File: config.mk
export PLATFORM = sky130hd
export DESIGN_NAME = lifted_cut_factor_dual_update_top
export DESIGN_NICKNAME = d
export VERILOG_FILES = /design/src/sv/lcfdu_pkg.sv /design/src/sv/lcfdu_ctrl.sv /design/src/sv/lcfdu_datapath.sv /design/src/sv/lifted_cut_factor_dual_update_top.sv
export SDC_FILE = /design/constraint.sdc
export NUM_CORES = 2
export LEC_CHECK = 0
export BUFFER_PORTS_ARGS = -buffer_cell sky130_fd_sc_hd__buf_2
export CORE_MARGIN = 5
export CORE_UTILIZATION = 45
export CTS_CLUSTER_SIZE = 12
export DETAILED_ROUTE_END_ITERATION = 12
export GPL_TIMING_DRIVEN = 0
export PLACE_DENSITY = 0.61
export SLEW_MARGIN = 20
export SYNTH_ARGS = -nofsm -noshare
export SYNTH_HDL_FRONTEND = slang
export SYNTH_SLANG_ARGS = --single-unit
File: constraint.sdc
create_clock -name clk -period 12.41 [get_ports clk]
set_clock_uncertainty 0.05 [all_clocks]
set_input_delay 1.241 -clock clk [delete_from_list [all_inputs] [get_ports clk]]
set_output_delay 1.241 -clock clk [all_outputs]
set_load 0.02 [all_outputs]
File: src/sv/lcfdu_pkg.sv
// shared types, codes and saturating helpers for the lifted cut factor dual update block
`default_nettype none

package lcfdu_pkg;

    localparam int MAX_CUT_EDGES_DEF    = 16;
    localparam int MAX_LIFTED_EDGES_DEF = 16;

    // width that holds any edge count up to the largest allowed depth
    localparam int CNT_W = 9;

    localparam logic [1:0] OP_CUT_UPD  = 2'd0;
    localparam logic [1:0] OP_LIFT_UPD = 2'd1;
    localparam logic [1:0] OP_CUT_BP   = 2'd2;
    localparam logic [1:0] OP_LIFT_BP  = 2'd3;

    localparam logic CFG_CUT_COUNT  = 1'b0;
    localparam logic CFG_LIFT_COUNT = 1'b1;

    localparam logic signed [31:0] Q_MAX = 32'sh7fff_ffff;
    localparam logic signed [31:0] Q_MIN = 32'sh8000_0000;

    typedef enum logic [2:0] {
        ST_IDLE,
        ST_READ,
        ST_ADD,
        ST_STAT,
        ST_SCAN,
        ST_SCAN_END,
        ST_FIX,
        ST_BOUND
    } state_t;

    typedef struct packed {
        logic load;
        logic read;
        logic add;
        logic stat;
        logic scan;
        logic fix;
        logic bound;
    } cmd_t;

    typedef struct packed {
        logic need_scan;
        logic scan_last;
        logic out_free;
    } status_t;

    function automatic logic ovf34(input logic signed [33:0] v);
        return (v > 34'(Q_MAX)) || (v < 34'(Q_MIN));
    endfunction

    function automatic logic signed [31:0] clip34(input logic signed [33:0] v);
        logic signed [31:0] r;
        if (v > 34'(Q_MAX))
            r = Q_MAX;
        else if (v < 34'(Q_MIN))
            r = Q_MIN;
        else
            r = v[31:0];
        return r;
    endfunction

    function automatic logic signed [31:0] min0(input logic signed [31:0] v);
        return (v < 32'sd0) ? v : 32'sd0;
    endfunction

    function automatic logic signed [31:0] max0(input logic signed [31:0] v);
        return (v > 32'sd0) ? v : 32'sd0;
    endfunction

    // max(0, min(p, -m)) on a widened word
    function automatic logic signed [33:0] clamp_term(input logic signed [33:0] p,
                                                      input logic signed [31:0] m);
        logic signed [33:0] nm;
        logic signed [33:0] mn;
        nm = -34'(m);
        mn = (p < nm) ? p : nm;
        return (mn < 34'sd0) ? 34'sd0 : mn;
    endfunction

endpackage

`default_nettype wire

File: src/sv/lcfdu_ctrl.sv
// controller state machine sequencing read, update, rescan and result load
`default_nettype none

module lcfdu_ctrl
    import lcfdu_pkg::*;
(
    input  wire logic    clk,
    input  wire logic    rst_n,
    input  wire logic    in_valid,
    output logic         in_ready,
    input  wire status_t status,
    output cmd_t         cmd
);

    state_t state_reg;
    state_t state_next;

    always_ff @(posedge clk or negedge rst_n)
    begin
        if (!rst_n)
        begin
            state_reg <= ST_IDLE;
        end
        else
        begin
            state_reg <= state_next;
        end
    end

    always_comb
    begin
        cmd        = '0;
        in_ready   = 1'b0;
        state_next = state_reg;
        unique case (state_reg)
            ST_IDLE:
            begin
                in_ready = 1'b1;
                if (in_valid)
                begin
                    cmd.load   = 1'b1;
                    state_next = ST_READ;
                end
            end
            ST_READ:
            begin
                cmd.read   = 1'b1;
                state_next = ST_ADD;
            end
            ST_ADD:
            begin
                cmd.add    = 1'b1;
                state_next = ST_STAT;
            end
            ST_STAT:
            begin
                cmd.stat   = 1'b1;
                state_next = status.need_scan ? ST_SCAN : ST_BOUND;
            end
            ST_SCAN:
            begin
                cmd.scan = 1'b1;
                if (status.scan_last)
                begin
                    state_next = ST_SCAN_END;
                end
            end
            ST_SCAN_END:
            begin
                state_next = ST_FIX;
            end
            ST_FIX:
            begin
                cmd.fix    = 1'b1;
                state_next = ST_BOUND;
            end
            ST_BOUND:
            begin
                if (status.out_free)
                begin
                    cmd.bound  = 1'b1;
                    state_next = ST_IDLE;
                end
            end
            default:
            begin
                state_next = ST_IDLE;
            end
        endcase
    end

endmodule

`default_nettype wire

File: src/sv/lcfdu_datapath.sv
// cost memories, running statistics, max rescan and output register
`default_nettype none

module lcfdu_datapath
    import lcfdu_pkg::*;
#(
    parameter int MAX_CUT_EDGES    = MAX_CUT_EDGES_DEF,
    parameter int MAX_LIFTED_EDGES = MAX_LIFTED_EDGES_DEF
)
(
    input  wire logic               clk,
    input  wire logic               rst_n,
    input  wire cmd_t               cmd,
    output status_t                 status,
    input  wire logic [1:0]         opcode,
    input  wire logic [3:0]         edge_index,
    input  wire logic signed [31:0] message,
    input  wire logic               cfg_valid,
    input  wire logic               cfg_index,
    input  wire logic [4:0]         cfg_data,
    input  wire logic               out_ready,
    output logic                    out_valid,
    output logic signed [31:0]      breakpoint_value,
    output logic signed [31:0]      lower_bound,
    output logic                    saturated
);

    localparam int CIW = (MAX_CUT_EDGES > 1) ? $clog2(MAX_CUT_EDGES) : 1;
    localparam int LIW = (MAX_LIFTED_EDGES > 1) ? $clog2(MAX_LIFTED_EDGES) : 1;
    localparam int CPW = $clog2(MAX_CUT_EDGES + 1);

    // configuration
    logic [4:0] cut_cnt_reg;
    logic [4:0] lift_cnt_reg;

    // item registers
    logic [1:0]         op_reg;
    logic [3:0]         idx_reg;
    logic signed [31:0] msg_reg;
    logic               inr_reg;
    logic signed [31:0] cost_reg;
    logic signed [31:0] nv_reg;
    logic signed [33:0] t_reg;
    logic signed [33:0] bp_reg;
    logic               sat_reg;

    // statistics
    logic signed [31:0] mx_reg;
    logic signed [31:0] negc_reg;
    logic signed [31:0] negl_reg;
    logic signed [31:0] posl_reg;

    // rescan
    logic signed [31:0] mx_scan_reg;
    logic [CPW-1:0]     ptr_reg;
    logic [CPW-1:0]     tag_reg;
    logic               pend_reg;

    // cost memories
    logic signed [31:0]          cut_mem [MAX_CUT_EDGES];
    logic signed [31:0]          lift_mem [MAX_LIFTED_EDGES];
    logic [MAX_CUT_EDGES-1:0]    cut_vld_reg;
    logic [MAX_LIFTED_EDGES-1:0] lift_vld_reg;
    logic signed [31:0]          cut_rd_reg;
    logic                        cut_rdv_reg;
    logic signed [31:0]          lift_rd_reg;
    logic                        lift_rdv_reg;

    // output word
    logic               out_valid_reg;
    logic signed [31:0] bpo_reg;
    logic signed [31:0] lbo_reg;
    logic               sato_reg;

    logic [CNT_W-1:0]   n_cut;
    logic [CNT_W-1:0]   n_lift;
    logic [CNT_W-1:0]   in_idx_wide;
    logic [CNT_W-1:0]   idx_wide;
    logic [CIW-1:0]     cut_raddr;
    logic [CIW-1:0]     cut_waddr;
    logic [LIW-1:0]     lift_addr;
    logic               cut_we;
    logic               lift_we;
    logic signed [31:0] cut_val;
    logic signed [31:0] lift_val;
    logic signed [31:0] rd_c;
    logic signed [33:0] sum_add;
    logic               upd;
    logic signed [33:0] negc_sum;
    logic signed [33:0] negl_sum;
    logic signed [33:0] posl_sum;
    logic signed [33:0] bp_cut;
    logic signed [33:0] lift_mn;
    logic signed [33:0] bp_lift;
    logic signed [33:0] bp_fix;
    logic signed [33:0] lb_sum;
    logic               need_scan;
    logic               scan_hit;

    always_comb
    begin
        if (cut_cnt_reg == 5'd0)
            n_cut = CNT_W'(1);
        else if (CNT_W'(cut_cnt_reg) > CNT_W'(MAX_CUT_EDGES))
            n_cut = CNT_W'(MAX_CUT_EDGES);
        else
            n_cut = CNT_W'(cut_cnt_reg);

        if (CNT_W'(lift_cnt_reg) > CNT_W'(MAX_LIFTED_EDGES))
            n_lift = CNT_W'(MAX_LIFTED_EDGES);
        else
            n_lift = CNT_W'(lift_cnt_reg);
    end

    assign in_idx_wide = CNT_W'(edge_index);
    assign idx_wide    = CNT_W'(idx_reg);
    assign cut_waddr   = idx_wide[CIW-1:0];
    assign cut_raddr   = cmd.scan ? ptr_reg[CIW-1:0] : idx_wide[CIW-1:0];
    assign lift_addr   = idx_wide[LIW-1:0];
    assign cut_we      = cmd.stat && inr_reg && (op_reg == OP_CUT_UPD);
    assign lift_we     = cmd.stat && inr_reg && (op_reg == OP_LIFT_UPD);

    // entries never written read as zero
    assign cut_val  = cut_rdv_reg ? cut_rd_reg : 32'sd0;
    assign lift_val = lift_rdv_reg ? lift_rd_reg : 32'sd0;

    assign rd_c    = ((op_reg == OP_LIFT_UPD) || (op_reg == OP_LIFT_BP)) ? lift_val : cut_val;
    assign sum_add = 34'(rd_c) + 34'(msg_reg);
    assign upd     = inr_reg && ((op_reg == OP_CUT_UPD) || (op_reg == OP_LIFT_UPD));

    assign negc_sum = 34'(negc_reg) - 34'(min0(cost_reg)) + 34'(min0(nv_reg));
    assign negl_sum = 34'(negl_reg) - 34'(min0(cost_reg)) + 34'(min0(nv_reg));
    assign posl_sum = 34'(posl_reg) - 34'(max0(cost_reg)) + 34'(max0(nv_reg));

    assign bp_cut  = 34'(cost_reg) + clamp_term(34'(posl_reg), mx_reg);
    assign lift_mn = clamp_term(t_reg, mx_reg);
    assign bp_lift = 34'(cost_reg) + 34'(min0(mx_reg)) + lift_mn;
    assign bp_fix  = 34'(cost_reg) + clamp_term(34'(posl_reg), mx_scan_reg);
    assign lb_sum  = 34'(negc_reg) + 34'(negl_reg) + clamp_term(34'(posl_reg), mx_reg);

    // cut max falls, or queried edge holds the max that bounds the term
    assign need_scan = inr_reg &&
        (((op_reg == OP_CUT_UPD) && !(nv_reg > mx_reg) && (cost_reg == mx_reg)
          && (msg_reg < 32'sd0)) ||
         ((op_reg == OP_CUT_BP) && !((cost_reg < mx_reg)
          || (34'(posl_reg) <= -34'(mx_reg)))));

    assign scan_hit = pend_reg
        && !((op_reg == OP_CUT_BP) && (CNT_W'(tag_reg) == idx_wide))
        && (cut_val > mx_scan_reg);

    assign status.need_scan = need_scan;
    assign status.scan_last = (CNT_W'(ptr_reg) + CNT_W'(1)) == n_cut;
    assign status.out_free  = !out_valid_reg || out_ready;

    always_ff @(posedge clk)
    begin
        if (cut_we)
        begin
            cut_mem[cut_waddr] <= nv_reg;
        end
        if (cmd.read || cmd.scan)
        begin
            cut_rd_reg <= cut_mem[cut_raddr];
        end
        if (lift_we)
        begin
            lift_mem[lift_addr] <= nv_reg;
        end
        if (cmd.read)
        begin
            lift_rd_reg <= lift_mem[lift_addr];
        end
    end

    always_ff @(posedge clk or negedge rst_n)
    begin
        if (!rst_n)
        begin
            cut_cnt_reg   <= 5'd1;
            lift_cnt_reg  <= 5'd0;
            cut_vld_reg   <= '0;
            lift_vld_reg  <= '0;
            cut_rdv_reg   <= 1'b0;
            lift_rdv_reg  <= 1'b0;
            mx_reg        <= 32'sd0;
            negc_reg      <= 32'sd0;
            negl_reg      <= 32'sd0;
            posl_reg      <= 32'sd0;
            pend_reg      <= 1'b0;
            out_valid_reg <= 1'b0;
        end
        else
        begin
            if (cfg_valid)
            begin
                unique case (cfg_index)
                    CFG_CUT_COUNT:  cut_cnt_reg  <= cfg_data;
                    CFG_LIFT_COUNT: lift_cnt_reg <= cfg_data;
                    default:        cut_cnt_reg  <= cut_cnt_reg;
                endcase
            end
            if (cmd.read || cmd.scan)
            begin
                cut_rdv_reg <= cut_vld_reg[cut_raddr];
            end
            if (cmd.read)
            begin
                lift_rdv_reg <= lift_vld_reg[lift_addr];
            end
            if (cut_we)
            begin
                cut_vld_reg[cut_waddr] <= 1'b1;
                negc_reg <= clip34(negc_sum);
                if (nv_reg > mx_reg)
                begin
                    mx_reg <= nv_reg;
                end
            end
            if (lift_we)
            begin
                lift_vld_reg[lift_addr] <= 1'b1;
                negl_reg <= clip34(negl_sum);
                posl_reg <= clip34(posl_sum);
            end
            if (cmd.fix && (op_reg == OP_CUT_UPD))
            begin
                mx_reg <= mx_scan_reg;
            end
            pend_reg <= cmd.scan;
            if (cmd.bound)
            begin
                out_valid_reg <= 1'b1;
            end
            else if (out_ready)
            begin
                out_valid_reg <= 1'b0;
            end
        end
    end

    always_ff @(posedge clk)
    begin
        if (cmd.load)
        begin
            op_reg  <= opcode;
            idx_reg <= edge_index;
            msg_reg <= message;
            if ((opcode == OP_CUT_UPD) || (opcode == OP_CUT_BP))
                inr_reg <= in_idx_wide < n_cut;
            else
                inr_reg <= in_idx_wide < n_lift;
        end
        if (cmd.add)
        begin
            cost_reg <= rd_c;
            nv_reg   <= clip34(sum_add);
            sat_reg  <= upd && ovf34(sum_add);
            t_reg    <= 34'(posl_reg) - 34'(max0(rd_c));
            bp_reg   <= '0;
        end
        if (cmd.stat)
        begin
            if (inr_reg)
            begin
                unique case (op_reg)
                    OP_CUT_UPD:  sat_reg <= sat_reg | ovf34(negc_sum);
                    OP_LIFT_UPD: sat_reg <= sat_reg | ovf34(negl_sum) | ovf34(posl_sum);
                    OP_CUT_BP:   bp_reg  <= bp_cut;
                    OP_LIFT_BP:  bp_reg  <= bp_lift;
                    default:     bp_reg  <= '0;
                endcase
            end
            if (need_scan)
            begin
                ptr_reg     <= '0;
                mx_scan_reg <= Q_MIN;
            end
        end
        if (cmd.scan)
        begin
            ptr_reg <= ptr_reg + 1'b1;
            tag_reg <= ptr_reg;
        end
        if (scan_hit)
        begin
            mx_scan_reg <= cut_val;
        end
        if (cmd.fix && (op_reg == OP_CUT_BP))
        begin
            bp_reg <= bp_fix;
        end
        if (cmd.bound)
        begin
            bpo_reg  <= clip34(bp_reg);
            lbo_reg  <= clip34(lb_sum);
            sato_reg <= sat_reg | ovf34(bp_reg) | ovf34(lb_sum);
        end
    end

    assign out_valid        = out_valid_reg;
    assign breakpoint_value = bpo_reg;
    assign lower_bound      = lbo_reg;
    assign saturated        = sato_reg;

endmodule

`default_nettype wire

File: src/sv/lifted_cut_factor_dual_update_top.sv
// top level of the lifted cut factor dual update block
//
// input channel in_valid/in_ready carries one word: opcode, edge_index, message.
// output channel out_valid/out_ready carries one word per input word:
// breakpoint_value, lower_bound, saturated.
// config channel cfg_valid/cfg_ready (always ready) writes cut_edge_count
// (index 0) or lifted_edge_count (index 1) from cfg_data; write only when idle.
// a word passes through the read, add, stat and bound states to out_valid;
// when the cut maximum must be rescanned, scan, scan end and fix lie between
// stat and bound, one cost read per cycle over the n cut edges in use through
// the single cut memory read port; a new word is taken only back in idle.
// the result sits in an output register, so the next word is accepted while
// it waits; a stalled receiver holds the block only once the next result is
// ready to load.
// reset clears costs (via valid bits), statistics and counts (cut 1, lifted 0).
`default_nettype none

module lifted_cut_factor_dual_update_top
    import lcfdu_pkg::*;
#(
    parameter int MAX_CUT_EDGES    = MAX_CUT_EDGES_DEF,
    parameter int MAX_LIFTED_EDGES = MAX_LIFTED_EDGES_DEF
)
(
    input  wire logic               clk,
    input  wire logic               rst_n,
    input  wire logic               in_valid,
    output logic                    in_ready,
    input  wire logic [1:0]         opcode,
    input  wire logic [3:0]         edge_index,
    input  wire logic signed [31:0] message,
    output logic                    out_valid,
    input  wire logic               out_ready,
    output logic signed [31:0]      breakpoint_value,
    output logic signed [31:0]      lower_bound,
    output logic                    saturated,
    input  wire logic               cfg_valid,
    output logic                    cfg_ready,
    input  wire logic               cfg_index,
    input  wire logic [4:0]         cfg_data
);

    cmd_t    cmd;
    status_t status;

    assign cfg_ready = 1'b1;

    lcfdu_ctrl u_ctrl (
        .clk      (clk),
        .rst_n    (rst_n),
        .in_valid (in_valid),
        .in_ready (in_ready),
        .status   (status),
        .cmd      (cmd)
    );

    lcfdu_datapath #(
        .MAX_CUT_EDGES    (MAX_CUT_EDGES),
        .MAX_LIFTED_EDGES (MAX_LIFTED_EDGES)
    ) u_datapath (
        .clk              (clk),
        .rst_n            (rst_n),
        .cmd              (cmd),
        .status           (status),
        .opcode           (opcode),
        .edge_index       (edge_index),
        .message          (message),
        .cfg_valid        (cfg_valid),
        .cfg_index        (cfg_index),
        .cfg_data         (cfg_data),
        .out_ready        (out_ready),
        .out_valid        (out_valid),
        .breakpoint_value (breakpoint_value),
        .lower_bound      (lower_bound),
        .saturated        (saturated)
    );

    // busy right after taking a word
    a_busy_after_accept: assert property (@(posedge clk) disable iff (!rst_n)
        (in_valid && in_ready) |=> !in_ready)
        else $error("block still ready after accepting a word");

    // a new result only comes out of a busy block
    a_result_from_busy: assert property (@(posedge clk) disable iff (!rst_n)
        $rose(out_valid) |-> $past(!in_ready))
        else $error("result appeared while idle");

    // returning to idle always leaves a result behind
    a_idle_has_result: assert property (@(posedge clk) disable iff (!rst_n)
        $rose(in_ready) |-> out_valid)
        else $error("went idle without a result");

endmodule

`default_nettype wire

## Yosys cells after proc, flatten, opt, wreduce, memory -nomap -nowiden

Memory sizes are Yosys's and may differ from the RTL's. A register that Yosys moved wholly into a read port is not among the register bits.
Cells that the tools add are included.

- Memories: 2
- Register bits after elaboration: 456
- RAM bits: 1024
- Output and inout bits: 68
- Input bits: 49
- Logic and storage cells: 233

Memories:

| memory | depth | bits a word | rd ports | clocked after Yosys merged registers in | write ports | RTL line | source |
|---|---|---|---|---|---|---|---|
| u_datapath.cut_mem | 16 | 32 | 1 | 1 | 1 | lcfdu_datapath.sv:60 | `logic signed [31:0] cut_mem [MAX_CUT_EDGES];` |
| u_datapath.lift_mem | 16 | 32 | 1 | 1 | 1 | lcfdu_datapath.sv:61 | `logic signed [31:0] lift_mem [MAX_LIFTED_EDGES];` |

- Bitwise logic cells: 8
- Muxes and demuxes: 74
- Order comparisons: 36
- Reduce and logical (&&, ||, !) cells: 50
- Add/subtract/negate cells: 18
- Equality and inequality tests: 17

Operator list:

| operator | count |
|---|---|
| $mux W32 | 24 |
| $mux W34 | 10 |
| $gt A34 B32 Y1 const B | 6 |
| $lt A34 B32 Y1 const B | 6 |
| $sub A32 B32 Y33 | 4 |
| $lt A32 B1 Y1 const B | 4 |
| $add A33 B32 Y34 | 3 |
| $lt A34 B1 Y1 const B | 3 |
| $add A32 B32 Y33 | 3 |
| $gt A32 B1 Y1 const B | 3 |
| $add A32 B34 Y34 | 2 |
| $add A34 B34 Y34 | 2 |
| $lt A32 B34 Y1 | 2 |
| $neg A32 Y34 | 2 |
| $pmux W34 S2 | 1 |
| $gt A32 B32 Y1 | 2 |
| $le A32 B34 Y1 | 1 |
| $lt A34 B34 Y1 | 1 |
| $eq A32 B32 Y1 | 1 |
| $lt A32 B32 Y1 | 1 |
| $or A16 B16 Y16 | 2 |
| $mux W5 | 6 |
| $pmux W3 S8 | 1 |
| $mux W1 | 23 |
| 32 further kinds | 90 |

## Logic depth before layout (Yosys ltp)

- Word-level depth: 11
- Mapped depth: 46
- Gate-level depth less buffers: 45

## By module

Synthesis repeated with hierarchy kept, for this count alone.

- Cells, all modules: 6814
- Area, all modules: 85985.0 um^2

Modules (own cells, without submodules):

| module | cells an instance | area each (um^2) | instances | sequential area each (um^2) |
|---|---|---|---|---|
| lcfdu_datapath | 6787 | 85763.5 | 1 | 45024.4 |
| lcfdu_ctrl | 25 | 210.2 | 1 | 75.1 |
| lifted_cut_factor_dual_update_top | 2 | 11.3 | 1 | 0.0 |

## Worst setup path after synthesis

No wires, ideal clock.

- Path type: reg-to-reg
- Start point: register u_datapath.mx_scan_reg[2]
- End point: register u_datapath.bp_reg[33]
- Path buffers: 1
- Stages on the path, launching flop included: 43
- Data arrival time: 8482 ps
- Data required time: 12236 ps
- Setup time: 124 ps
- Path slack: 3753 ps
- Cell sequence: edfxtp_1 > inv_1 > nand4_1 > nor2_1 > nand2_1 > nor4_1 > and2_1 > nand2_1 > or4_1 > nor4_1 > nand4_1 > xnor2_1 > ha_1 > nor2b_1 > o21ai_0 > nand2b_1 > a21oi_1 > nor2b_1 > [... 7 more ...] > a21oi_1 > o21bai_1 > a21o_1 > a21oi_1 > o21ai_0 > o41ai_1 > o21ai_0 > nand4_1 > a21oi_1 > o31ai_1 > a21oi_1 > o311ai_0 > a21oi_1 > o41ai_1 > xnor2_1 > nor2_1 > a31oi_1 > nand3_1

- Cells in the longest elaborated chain, start to end: 7

RTL lines:

| element | RTL line | source |
|---|---|---|
| start: declaration | lcfdu_datapath.sv:54 | `logic signed [31:0] mx_scan_reg;` |
| start signal: assignment | lcfdu_datapath.sv:287 | `mx_scan_reg <= cut_val;` |
| $neg A32 Y34 (*) | lcfdu_pkg.sv:78 | `nm = -34'(m);` |
| $lt A32 B34 Y1 | lcfdu_pkg.sv:79 | `mn = (p < nm) ? p : nm;` |
| $mux W34 (*) | lcfdu_pkg.sv:79 |  |
| $lt A34 B1 Y1 | lcfdu_pkg.sv:80 | `return (mn < 34'sd0) ? 34'sd0 : mn;` |
| $mux W34 (*) | lcfdu_pkg.sv:80 |  |
| $add A32 B34 Y34 (*) | lcfdu_datapath.sv:138 | `assign bp_fix = 34'(cost_reg) + clamp_term(34'(posl_reg), mx_scan_reg);` |
| $mux W34 (*) | lcfdu_datapath.sv:289 | `if (cmd.fix && (op_reg == OP_CUT_BP))` |
| end signal: assignment | lcfdu_datapath.sv:269 | `OP_CUT_BP: bp_reg <= bp_cut;` |
| end signal: assignment | lcfdu_datapath.sv:270 | `OP_LIFT_BP: bp_reg <= bp_lift;` |
| end signal: assignment | lcfdu_datapath.sv:291 | `bp_reg <= bp_fix;` |
| end: declaration | lcfdu_datapath.sv:44 | `logic signed [33:0] bp_reg;` |

Every way passes the cells marked *; elsewhere a longest branch is shown, timed or not.
A chain may end at the register's enable or synchronous reset.

## Worst setup path after layout

- Start point: register u_datapath.mx_reg[11]
- End point: register u_datapath.bp_reg[32]

- Cells in the longest elaborated chain, start to end: 10
- Elaborated cells between the ends (all ways): 18
- Classes of those cells: add/sub: 4; order compare: 5; mux: 9

RTL lines:

| element | RTL line | source |
|---|---|---|
| start: declaration | lcfdu_datapath.sv:48 | `logic signed [31:0] mx_reg;` |
| start signal: assignment | lcfdu_datapath.sv:217 | `mx_reg <= nv_reg;` |
| start signal: assignment | lcfdu_datapath.sv:228 | `mx_reg <= mx_scan_reg;` |
| $neg A32 Y34 | lcfdu_pkg.sv:78 |  |
| $lt A34 B34 Y1 / $lt A32 B34 Y1 (equally long branches) | lcfdu_pkg.sv:79 |  |
| $mux W34 | lcfdu_pkg.sv:79 |  |
| $lt A34 B1 Y1 | lcfdu_pkg.sv:80 |  |
| $mux W34 | lcfdu_pkg.sv:80 |  |
| $add A34 B34 Y34 / $add A32 B34 Y34 (equally long branches) | lcfdu_datapath.sv:137, lcfdu_datapath.sv:135 |  |
| $pmux W34 S2 (*) | lcfdu_datapath.sv:266 | `unique case (op_reg)` |
| $mux W34 (*) | lcfdu_datapath.sv:264 | `if (inr_reg)` |
| $mux W34 (*) | lcfdu_datapath.sv:262 | `if (cmd.stat)` |
| $mux W34 (*) | lcfdu_datapath.sv:289 |  |

Marked as above.

==> metrics.yaml <==
critical_path:
  r2r_cells: 31
  cp.arrival_ns: 12.85
  start_kind: "register"
  cpMaxStageDelayCell: "nor4_1"
  crit_required_ns: 13.03
  worstSetupPathType: "register to register"
  critPathCaptureType: "register"
  cpPeakStageDelay_ns: 0.85
  r2r_setup_slack_ns: 0.18
  crit_fanout: 11
  cpMostUsedCell: "a21o_1"
placed_design:
  portBuffers: 115
  post_dp_cell_area_um2: 92800
  place_inst: 9794
  gp_congestion: 0.989
  dpl.hpwl_um: 221000
floorplanning:
  die_area_um2: 199000
  die_height_um: 446
  core_um2: 190000
  io-pin-count: 117
  start_util_pct: 45.2
  dieWidth_um: 446
  num_rows: 160
layout:
  multi_input_area_um2: 38000
  nFillCells: 16144
  area_delta_synth_final_pct: 14.5
  instances_no_fill: 10089
  fin_area_um2: 98100
  utilization_pct: 51.7
  drive_gt1_share_pct: 13.6
  layout.area.seq_um2: 45100
  nets: 8160
power_and_ir_drop:
  ir_worst_vdd_v: 0.000216
  p_leak_nw: 37.5
  powerDensity_nw_per_um2: 306
  p_total_mw: 30.0
synthesis:
  yosysTopAreaCell: "edfxtp_1"
  synth_common_cells: "edfxtp_1, ha_1, inv_1, a21oi_1, nand2_1"
  yosys.area.top_type_share_pct: 46.6
  postSynthAreaPerCell_um2: 12.3
  ys_types: 96
  synth-seq-cells: 1543
  async_flop_share_pct: 11.5
  synthFlopType: "edfxtp_1"
  synth.yosys.seq_area_share_pct: 52.6
  syn-cell-area_um2: 85700
  synth_edf_count: 1331
  synth.area.top_cells: "edfxtp_1, ha_1, mux4_2"
  synthesis.instances: 6971
  synth_most_common_cell: "edfxtp_1"
  yosys_warnings: 0
sta:
  max_freq_mhz: 81.8
  slew_headroom_pct: 6.19
  setup_violations: 0
  rsz0062_at_grt: "false"
  timing.setup.tns_ns: 0
  worstMarginPinSlew_ns: 1.39
  hold_viol: 0
  drv_slew: 0
  fin_crit_sh_pct: 98.5
  period_minus_slack_ns: 12.23
worst_hold_path:
  hp-class: "input pin to asynchronous set/reset pin"
global_route:
  grt_first_pass_wirelength_um: 409000
  grt.total_usage_pct: 28.5
  grt_max_degree: 84
  grt_pass1_vias: 59193
  antenna_found_initial: 12
  grt_overflow_total: 0
routing:
  post_drt_wl_per_cell_um: 28.4
  antenna_left: 0
  remaining_drc_errors: 0
  vias_per_cell: 5.98
  wirelength_um: 286000
  drtIter0Drc: 6126
  vias: 60305
  drtPass1Iterations: 6
cts:
  cts_hold_buf: 0
  cts_sinks: 1543
  cts_tree: "done"
  cts-root-buf: "clkbuf_16"
  numCtsBuffers: 166
  cts_buffer_depth: 3
  clk_pin_slew_ns: 0.07
  cts_max_level: 4
  insertion_delay_ns: 0.84
outcome:
  status: "finished clean"
job:
  cap_violations: 0
cells in the final DEF, fill, tap and decap left out, types with 62 or more instances in the layout:
cell type	Yosys	final
nand3_1	145	145
nand4_1	63	63
a21o_1	126	126
nor2_1	405	381
inv_1	505	505
o21ai_0	309	269
or2_2	90	90
xor2_1	82	82
and2_1	116	115
a21oi_1	500	500
clkbuf_1	219	258
buf_2	3	125
dfrtp_1	176	176
ha_1	557	557
o21bai_1	62	62
edfxtp_1	1331	1331
clkbuf_16	0	169
nand2b_1	131	131
buf_4	2	65
a211oi_1	139	139
mux4_2	297	297
nand2_1	500	499
fa_1	102	102
mux2i_1	73	71
nor3_1	94	82
xnor2_1	281	281
nor2b_1	81	81
critical path: cells and delay by family, from the launching register on:
family / cells / cell delay (ns)
adders and majority gates: 2 / 1.03
xor gates and xnor gates: 1 / 0.18
DFF: 1 / 0.46
AOI/OAI and AO/OA: 18 / 5.98
buffers and inverters: 3 / 1.52
and+or+nand+nor: 7 / 2.84
path summary, 6_finish.rpt:
check,start,to
setup / recovery,u_datapath.mx_reg[11],u_datapath.bp_reg[32]
hold / removal,rst_n,u_datapath.mx_reg[0]
setup reg to reg,u_datapath.mx_reg[11],u_datapath.bp_reg[32]
hold reg to reg,u_datapath.lift_vld_reg[4],u_datapath.lift_vld_reg[4]
max in group asynchronous,rst_n,u_datapath.negc_reg[15]
min in group clk,u_datapath.lift_vld_reg[4],u_datapath.lift_vld_reg[4]
area by class of cell:
class,instances,share of cell area (%)
Antenna cell,11,0.0281
Buffer,258,1.01
Clock buffer,220,4.59
Clock inverter,63,0.775
Inverter,506,1.94
Multi-Input combinational cell,4666,38.8
Sequential cell,1543,46.0
Tap cell,2511,3.20
Timing Repair Buffer,311,3.73
where the power goes:
group	leakage (nW)	internal, mW	total, mW	switching, mW
sequential	14.4	6.81	7.72	0.914
clock	2.54	2.71	4.86	2.14
combinational	20.5	6.60	17.5	10.9
repair_timing:
item / CTS / global route
setup endpoints to repair: 0 / 2
resized for setup: 0 / 2
buffers inserted: 0 / 0
cell families (layout without fill, tap and decap cells):
group | count (synthesis) | count (layout) | share of synthesized area [%]
and+or+nand+nor | 1775 | 1775 | 10.1
DFF | 1543 | 1543 | 52.6
AOI/OAI and AO/OA | 1473 | 1473 | 10.8
buffers and inverters | 764 | 1358 | 3.36
adders and majority gates | 664 | 664 | 10.6
muxes | 386 | 386 | 8.87
xor gates and xnor gates | 364 | 364 | 3.73
other | 2 | 15 | 0.00876
per-stage QoR:
stage | hold WS (ns) | setup slack [ns]
2_1_floorplan | 0.383 | 3.75
3_3_place_gp | 0.395 | 0.193
3_5_place_dp | 0.398 | 0.204
4_1_cts | 0.246 | 0.160
5_1_grt | 0.272 | 0.0683
6_report | 0.277 | 0.180
metal layers:
| layer | vias to the layer above | share of wire (%) | routed length [um] | global-route usage (%) |
|---|---|---|---|---|
| met1 | 30083 | 40 | 115000 | 37.6 |
| met2 | 2668 | 45 | 129000 | 44.4 |
| met3 | 621 | 7.5 | 21600 | 4.53 |
| li1 | 26929 | - | - | - |
| met5 | - | 0.0087 | 25 | 0 |
| met4 | 4 | 7.3 | 20900 | 17.2 |
Note: power is estimated with default switching activity, not from simulation.
